`config.mk`:
```
export PLATFORM = sky130hd
export DESIGN_NAME = ini_escape_encoder_unit
export DESIGN_NICKNAME = d
export VERILOG_FILES = /design/src/rtl/iee_pkg.sv /design/src/rtl/ini_escape_encoder_unit.sv
export SDC_FILE = /design/constraint.sdc
export NUM_CORES = 1
export LEC_CHECK = 0
export BUFFER_PORTS_ARGS = -buffer_cell sky130_fd_sc_hd__clkbuf_2
export CAP_MARGIN = 20
export CORE_MARGIN = 3
export CORE_UTILIZATION = 52
export DETAILED_ROUTE_END_ITERATION = 10
export MAX_ROUTING_LAYER = met4
export PLACE_DENSITY = 0.83
export SLEW_MARGIN = 20
export SYNTH_ARGS = -nofsm -noshare
export SYNTH_HDL_FRONTEND = slang
export SYNTH_SLANG_ARGS = --single-unit
```
`constraint.sdc`:
```
create_clock -name clk -period 2.12 [get_ports clk]
set_input_delay 0.424 -clock clk [delete_from_list [all_inputs] [get_ports clk]]
set_output_delay 0.424 -clock clk [all_outputs]
set_load 0.01 [all_outputs]
```
`src/rtl/iee_pkg.sv`:
```
// shared types, constants and byte escaping function for the ini escape encoder
`timescale 1ns / 1ps

package iee_pkg;

    // string kind codes
    localparam logic [1:0] KIND_GROUP = 2'd0;
    localparam logic [1:0] KIND_KEY   = 2'd1;
    localparam logic [1:0] KIND_VALUE = 2'd2;
    localparam logic [1:0] KIND_RESET = KIND_VALUE;

    // character codes
    localparam logic [7:0] CHAR_NL     = 8'h0a;
    localparam logic [7:0] CHAR_TAB    = 8'h09;
    localparam logic [7:0] CHAR_CR     = 8'h0d;
    localparam logic [7:0] CHAR_BSLASH = 8'h5c;
    localparam logic [7:0] CHAR_EQUAL  = 8'h3d;
    localparam logic [7:0] CHAR_LBRACK = 8'h5b;
    localparam logic [7:0] CHAR_RBRACK = 8'h5d;
    localparam logic [7:0] CHAR_SPACE  = 8'h20;
    localparam logic [7:0] CHAR_LOW_S  = 8'h73;
    localparam logic [7:0] CHAR_LOW_N  = 8'h6e;
    localparam logic [7:0] CHAR_LOW_T  = 8'h74;
    localparam logic [7:0] CHAR_LOW_R  = 8'h72;
    localparam logic [7:0] CHAR_LOW_X  = 8'h78;
    localparam logic [7:0] CHAR_ZERO   = 8'h30;
    localparam logic [7:0] CHAR_LOW_A  = 8'h61;
    localparam logic [7:0] CTRL_LIMIT  = 8'd32;
    localparam logic [3:0] NIBBLE_MASK = 4'hf;

    // escape sequence of one to four bytes, byte 0 goes out first
    typedef struct packed {
        logic [3:0][7:0] bytes;
        logic [1:0]      len_m1;
    } esc_seq_t;

    // lowercase hex digit
    function automatic logic [7:0] hex_digit(logic [3:0] n);
        logic [7:0] d;
        if (n < 4'd10)
            d = 8'(CHAR_ZERO + {4'h0, n});
        else
            d = 8'(CHAR_LOW_A + {4'h0, n} - 8'd10);
        return d;
    endfunction

    // escape one byte under the given kind and string position
    function automatic esc_seq_t encode_byte(logic [7:0] c, logic first, logic last,
                                             logic [1:0] kind);
        esc_seq_t s;
        logic     hex;
        logic     pair;
        logic [7:0] letter;
        hex    = 1'b0;
        pair   = 1'b0;
        letter = CHAR_LOW_S;
        if (c == CHAR_SPACE && kind != KIND_GROUP && (first || last))
        begin
            pair = 1'b1;
        end
        else
        begin
            case (c)
                CHAR_NL:     begin pair = 1'b1; letter = CHAR_LOW_N;  end
                CHAR_TAB:    begin pair = 1'b1; letter = CHAR_LOW_T;  end
                CHAR_CR:     begin pair = 1'b1; letter = CHAR_LOW_R;  end
                CHAR_BSLASH: begin pair = 1'b1; letter = CHAR_BSLASH; end
                CHAR_EQUAL:  hex = (kind == KIND_KEY);
                CHAR_LBRACK: hex = (kind != KIND_VALUE);
                CHAR_RBRACK: hex = (kind != KIND_VALUE);
                default:     hex = (c < CTRL_LIMIT);
            endcase
        end
        s.bytes = '0;
        if (hex)
        begin
            s.bytes[0] = CHAR_BSLASH;
            s.bytes[1] = CHAR_LOW_X;
            s.bytes[2] = hex_digit(c[7:4] & NIBBLE_MASK);
            s.bytes[3] = hex_digit(c[3:0] & NIBBLE_MASK);
            s.len_m1   = 2'd3;
        end
        else if (pair)
        begin
            s.bytes[0] = CHAR_BSLASH;
            s.bytes[1] = letter;
            s.len_m1   = 2'd1;
        end
        else
        begin
            s.bytes[0] = c;
            s.len_m1   = 2'd0;
        end
        return s;
    endfunction

endpackage

```
`src/rtl/ini_escape_encoder_unit.sv`:
```
// An item goes through the input register and the output sequence register
// before its first byte appears. The output sequence register sets the rate,
// one byte per cycle while out_stall is low: a literal byte is one output
// byte, so plain text streams at one item per cycle; a backslash pair holds
// the register for two bytes and a hex escape for four, during which the
// input register fills and then stalls. The string kind register is written
// through the cfg port (always ready) and resets to value mode; write it only
// while no item is in flight. Beginning of a string is tracked from the last
// flag of the previous item; reset starts a new string.
`timescale 1ns / 1ps

module ini_escape_encoder_unit (
    input  logic       clk,
    input  logic       rst_n,
    // configuration write
    input  logic       cfg_valid,
    output logic       cfg_ready,
    input  logic [1:0] string_kind,
    // input items
    input  logic       in_valid,
    output logic       in_stall,
    input  logic [7:0] in_char,
    input  logic       in_last,
    // output items
    output logic       out_valid,
    input  logic       out_stall,
    output logic [7:0] out_char,
    output logic       run_last,
    output logic       string_end
);

    logic [1:0] kind_reg;
    logic       start_reg;

    logic       in_vld_reg,   in_vld_next;
    logic [7:0] in_char_reg;
    logic       in_last_reg;
    logic       in_first_reg;

    logic                    seq_vld_reg, seq_vld_next;
    iee_pkg::esc_seq_t       seq_reg;
    logic [1:0]              seq_idx_reg, seq_idx_next;
    logic                    seq_last_reg;

    iee_pkg::esc_seq_t enc;
    logic in_fire;
    logic out_fire;
    logic last_beat;
    logic seq_free;
    logic load;

    // handshake
    assign cfg_ready = 1'b1;
    assign last_beat = (seq_idx_reg == seq_reg.len_m1);
    assign out_fire  = seq_vld_reg && !out_stall;
    assign seq_free  = !seq_vld_reg || (out_fire && last_beat);
    assign load      = in_vld_reg && seq_free;
    assign in_stall  = in_vld_reg && !seq_free;
    assign in_fire   = in_valid && !in_stall;

    // escape the registered item
    assign enc = iee_pkg::encode_byte(in_char_reg, in_first_reg, in_last_reg, kind_reg);

    // output view of the sequence register
    assign out_valid  = seq_vld_reg;
    assign out_char   = seq_reg.bytes[seq_idx_reg];
    assign run_last   = last_beat;
    assign string_end = last_beat && seq_last_reg;

    // next control state
    always_comb
    begin
        in_vld_next = in_vld_reg;
        if (in_fire)
            in_vld_next = 1'b1;
        else if (load)
            in_vld_next = 1'b0;

        seq_vld_next = seq_vld_reg;
        seq_idx_next = seq_idx_reg;
        if (load)
        begin
            seq_vld_next = 1'b1;
            seq_idx_next = 2'd0;
        end
        else if (out_fire)
        begin
            if (last_beat)
                seq_vld_next = 1'b0;
            else
                seq_idx_next = seq_idx_reg + 2'd1;
        end
    end

    // control registers
    always_ff @(posedge clk or negedge rst_n)
    begin
        if (!rst_n)
        begin
            kind_reg    <= iee_pkg::KIND_RESET;
            start_reg   <= 1'b1;
            in_vld_reg  <= 1'b0;
            seq_vld_reg <= 1'b0;
            seq_idx_reg <= 2'd0;
        end
        else
        begin
            if (cfg_valid && cfg_ready)
                kind_reg <= string_kind;
            if (in_fire)
                start_reg <= in_last;
            in_vld_reg  <= in_vld_next;
            seq_vld_reg <= seq_vld_next;
            seq_idx_reg <= seq_idx_next;
        end
    end

    // payload registers
    always_ff @(posedge clk)
    begin
        if (in_fire)
        begin
            in_char_reg  <= in_char;
            in_last_reg  <= in_last;
            in_first_reg <= start_reg;
        end
        if (load)
        begin
            seq_reg      <= enc;
            seq_last_reg <= in_last_reg;
        end
    end

    // checks
    a_idx_in_range: assert property (@(posedge clk) disable iff (!rst_n)
        seq_vld_reg |-> (seq_idx_reg <= seq_reg.len_m1))
        else $error("sequence index beyond escape length");

    a_end_is_run_last: assert property (@(posedge clk) disable iff (!rst_n)
        (out_valid && string_end) |-> run_last)
        else $error("string end without run last");

    a_held_item_kept: assert property (@(posedge clk) disable iff (!rst_n)
        (in_vld_reg && !seq_free) |=> (in_vld_reg && $stable(in_char_reg)))
        else $error("held input item lost");

    a_escape_moves_on: assert property (@(posedge clk) disable iff (!rst_n)
        (out_fire && !last_beat) |=> (seq_vld_reg && seq_idx_reg == $past(seq_idx_reg) + 2'd1))
        else $error("escape sequence did not advance");

endmodule
```
; ---- Yosys cells after proc, flatten, opt, wreduce, memory -nomap -nowiden
; Index checks and enable logic that the tools add are counted.
[word_totals]
reg_bits = 52
in_bits = 16
wordCells = 85
[op_classes]
reduce_logical = 25
order_cmp = 4
n_eq_ne = 12
n_bitwise = 1
muxes = 20
add_sub_neg = 7
[op_table]
columns = op, n
row1 = $eq A8 B4 Y1 const B, 3
row2 = $eq A8 B7 Y1 const B, 3
row3 = $mux W8, 3
row4 = $pmux W6 S4, 1
row5 = $add A7 B4 Y8 const A, 2
row6 = $bmux W8 S2, 1
row7 = $eq A8 B6 Y1 const B, 2
row8 = $sub A8 B4 Y8 const B, 2
row9 = $add A6 B4 Y7 const A, 2
row10 = $mux W1, 9
row11 = $logic_and A1 B1 Y1, 8
row12 = $lt A4 B4 Y1 const B, 2
row13 = $lt A8 B6 Y1 const B, 1
row14 = $reduce_bool A2 Y1, 4
row15 = $mux W7, 1
row16 = $mux W2, 3
row17 = $mux W6, 1
row18 = $reduce_or A2 Y1, 3
row19 = $logic_not A1 Y1, 4
row20 = $reduce_and A2 Y1, 2
row21 = $reduce_or A4 Y1, 1
row22 = $lt A2 B3 Y1 const B, 1
row23 = $pmux W1 S3, 1
row24 = $reduce_or A3 Y1, 1
row25 = other kinds (7), 8

; ---- Depth between registers and ports, before layout
[depth]
ltp_word = 9
ltp_mapped = 8

; ---- Worst setup path before layout
; OpenSTA, ideal clock, no wires.
[synth_timing]
path_kind = reg-to-reg
startpoint = register seq_idx_reg[1]
endpoint = register seq_last_reg (enable)
arrival_ns = 1.796
setup_slack_ns = -0.067
required_time_ns = 1.729
stages_incl_launch_ff = 6
cell_sequence = dfrtp_1 > buf_2 > xnor2_1 > nand2_1 > o21ai_0 > and2_1
[synth_between]
elab_chain_len = 4
[synth_rtl]
columns = item, line
row1 = start: declaration, ini_escape_encoder_unit.sv:42  ; logic [1:0] seq_idx_reg, seq_idx_next;
row2 = start signal: assignment, ini_escape_encoder_unit.sv:114  ; seq_idx_reg <= seq_idx_next;
row3 = $eq A2 B2 Y1, ini_escape_encoder_unit.sv:54  ; assign last_beat = (seq_idx_reg == seq_reg.len_m1);
row4 = $logic_and A1 B1 Y1, ini_escape_encoder_unit.sv:56  ; assign seq_free = !seq_vld_reg || (out_fire && last_beat);
row5 = $logic_or A1 B1 Y1, ini_escape_encoder_unit.sv:56
row6 = $logic_and A1 B1 Y1, ini_escape_encoder_unit.sv:57  ; assign load = in_vld_reg && seq_free;
row7 = net load, ini_escape_encoder_unit.sv:50  ; logic load;
row8 = end signal: assignment, ini_escape_encoder_unit.sv:130  ; seq_last_reg <= in_last_reg;
row9 = end: declaration, ini_escape_encoder_unit.sv:43  ; logic seq_last_reg;
; The timed path passes the listed nets, and every way through them passes these cells.
; A chain may end at the register's enable or synchronous reset.

; ---- Final worst setup path
[layout_timing]
startpoint = register in_char_reg[7]
endpoint = register seq_reg[2] (netlist bit), data pin
[layout_between]
elab_chain_len = 5
elab_cells_between_ends = 18
cone_classes = 1 x order compare / 8 x eq/ne / 4 x mux / 5 x reduce/logical
[layout_rtl]
columns = item, line
row1 = start: declaration, ini_escape_encoder_unit.sv:36  ; logic [7:0] in_char_reg;
row2 = start signal: assignment, ini_escape_encoder_unit.sv:123  ; in_char_reg <= in_char;
row3 = "parallel branches: the longest is 4 deep, another holds $lt A8 B6 Y1", -
row4 = $reduce_or A2 Y1 (no line) *, -
row5 = end signal: assignment, ini_escape_encoder_unit.sv:129  ; seq_reg <= enc;
row6 = end: declaration, ini_escape_encoder_unit.sv:41  ; iee_pkg::esc_seq_t seq_reg;
; Mark *: on every way between the ends.

==> metrics.md <==
| Metric | Value |
|---|---|
| First-pass GRT wire length | `7000 µm` |
| Synth top area share | `52.8%` |
| Vias per inst | `5.57` |
| Layout cell share with drive strength beyond 1 | `39.7%` |
| Die area | `5320 µm²` |
| Clock root buffer | `clkbuf_8` |
| Top cell type by total area after synthesis | `edfxtp_1` |
| Max clock buf depth | `2` |
| Asr flop ratio synth | `14.6%` |
| Hpwl dp | `3070 µm` |
| Max reg flops | `30` |
| FF+latch count, synth | `48` |
| Antenna violations before repair | `0` |
| Slew Viols, Final | `0` |
| Initial Util | `55.9%` |
| Final hold viol count | `0` |
| Worst EP required | `2.19 ns` |
| Dominant synthesized flop cell | `edfxtp_1` |
| P_leak | `1.17 nW` |
| CP max FO | `5` |
| Largest net degree at the start of global routing | `32` |
| Final Setup Violations | `0` |
| Nets | `247` |
| IO buf count | `27` |
| Post-Syn Area per Cell | `13.8 µm²` |
| TritonCTS clock tree | `done` |
| Fin Setup TNS | `0 ns` |
| Max-cap violation count | `0` |
| Diodes inserted | `0` |
| Tmin final | `2.04 ns` |
| Remaining Overflow, GRT | `0` |
| Metal3 WL | `207 µm` |
| CP Launch Type | `register` |
| Crit-path max cell delay | `0.53 ns` |
| Fin Clk Skew | `0.00582 ns` |
| Gate Count Post-Synth | `169` |
| Gr usage total | `18.0%` |
| Synth area leaders | `edfxtp_1, mux4_2, dfrtp_1, ha_1, dfstp_2` |
| Crit. End Element | `register` |
| Crit-path cells | `nor2_2 > o221ai_1 > or4_4 > inv_2 > nand4bb_4 > buf_4 > nor2_1` |
| Post-synth EDFFs | `41` |
| WS Path Type | `register to register` |
| DP Area | `2630 µm²` |
| 1st-pass router iterations | `4` |
| Num CTS Buffers | `5` |
| I/O pins | `29` |
| Routed WL per cell | `15.9 µm` |
| Pre-CTS WS | `-0.0316 ns` |
| Yosys cell types | `46` |
| Worst IR Drop VDD | `0.760 mV` |
| Worst hold path class | `primary input to register` |
| Top sig layer | `met4` |
| Hold slack | `0.294 ns` |
| Vias in the first global route | `1445` |
| Final period util | `96.1%` |
| DR iter-0 viols | `165` |
| Power per cell area | `1170 nW/µm²` |
| Final-layout fill cell count | `292` |
| H-tree depth | `2` |
| Post-Route M1 WL | `1900 µm` |
| Die W | `73.0 µm` |
| DRT antenna net count | `0` |
| RD Place Congestion | `0.901` |
| Area delta synth->final | `20.9%` |
| Slowest-stage cell, CP | `or4_4` |
| Post-synth top cells | `edfxtp_1, inv_1, nor2_1` |
| Drt total wl | `4340 µm` |
| Sequential cell area fraction in the yosys report | `60.4%` |
| Count leader, synth | `edfxtp_1` |
| Worst path arrival time | `2.11 ns` |
| Routed wl met2 | `2190 µm` |
| Synth Warn # | `0` |
| Synthesized area | `2330 µm²` |
| Status | `finished, final reports clean` |
| Top achievable clock speed | `0.491 GHz` |
| Tot Pwr | `3.29 mW` |
| # DRC | `0` |
| Multi-input logic area | `840 µm²` |
| Final Worst Setup Slack | `0.0819 ns` |
| Reg clk slew, reported paths | `0.08 ns` |
| Register area | `1410 µm²` |
| Via count | `1527` |
| Core Area | `4170 µm²` |
| Row cnt | `23` |
| Clock Sinks | `48` |
| Clock Latency Late Sink | `0.30 ns` |
| Die height | `73.0 µm` |
| Design Area, Final | `2820 µm²` |
worst max-delay path, delay by kind of cell (launching register included):
family | cells | cell delay (ns)
DFF | 1 | 0.46
AOI/OAI and AO/OA | 1 | 0.19
buffers and inverters | 2 | 0.23
and+or+nand+nor | 4 | 0.93
placed cells by master (no fill, tap or decap), types with 6 or more instances in the layout:
cell type,count
ha_1,7
nand2_1,11
clkbuf_2,27
o21ai_0,8
buf_4,23
mux4_2,7
edfxtp_1,41
nand4_1,6
nor2_1,11
inv_1,10
final cells by class:
type,instances,share of cell area [%]
inverter,13,1.73
clock buffer,7,2.71
tap,50,2.22
multi-input combinational,101,29.8
clock inverter,1,0.177
timing repair buffer,54,13.4
sequential,48,50.0
metal layers:
| layer | vias up | GRT usage (%) |
|---|---|---|
| met4 | 0 | 4.92 |
| met1 | 745 | 25.1 |
| li1 | 727 | - |
| met3 | 4 | 4.13 |
| met5 | - | - |
| met2 | 51 | 26.8 |
power breakdown:
part,internal (mW),switching (mW)
sequential,1.39,0.121
clock,0.232,0.285
combinational,0.619,0.646
per-stage QoR:
stage,cells,util (%)
finish,274,67.6
global route,274,67.6
CTS,265,65.4
detailed placement,256,63.1
global placement,256,63.1
floorplan,170,-
repair_timing:
action,CTS,global route
hold buffers,1,0
endpoints found under the hold margin,5,0
pin swaps,1,3
gates resized for setup,3,6
endpoints found under the setup margin,9,22
setup buffers,0,9
gates cloned,0,0
kinds of logic (layout without fill, tap and decap cells):
logic type / after synthesis / in the layout / synth area share, %
and+or+nand+nor: 54 / 54 / 13.4
other: 2 / 3 / 0.322
AOI/OAI and AO/OA: 22 / 22 / 7.35
xor gates and xnor gates: 4 / 4 / 1.50
muxes: 10 / 10 / 8.32
adders and majority gates: 8 / 8 / 4.29
buffers and inverters: 21 / 75 / 4.45
DFF: 48 / 48 / 60.4
path summary, 6_finish.rpt:
| kind | from | end | slack, ns | cells after the start |
|---|---|---|---|---|
| worst max-delay path | in_char_reg[7] | seq_reg[2] | 0.08 | 7 |
| worst min-delay path | in_char[3] | in_char_reg[3] | 0.29 | 1 |
| worst max register to register | in_char_reg[7] | seq_reg[2] | 0.08 | 7 |
| worst min register to register | in_last_reg | seq_last_reg | 0.46 | 0 |
| max in group asynchronous | rst_n | kind_reg[1] | 1.36 | 2 |
| min in group asynchronous | rst_n | seq_idx_reg[1] | 0.51 | 2 |
(Power assumes the default switching activity.)
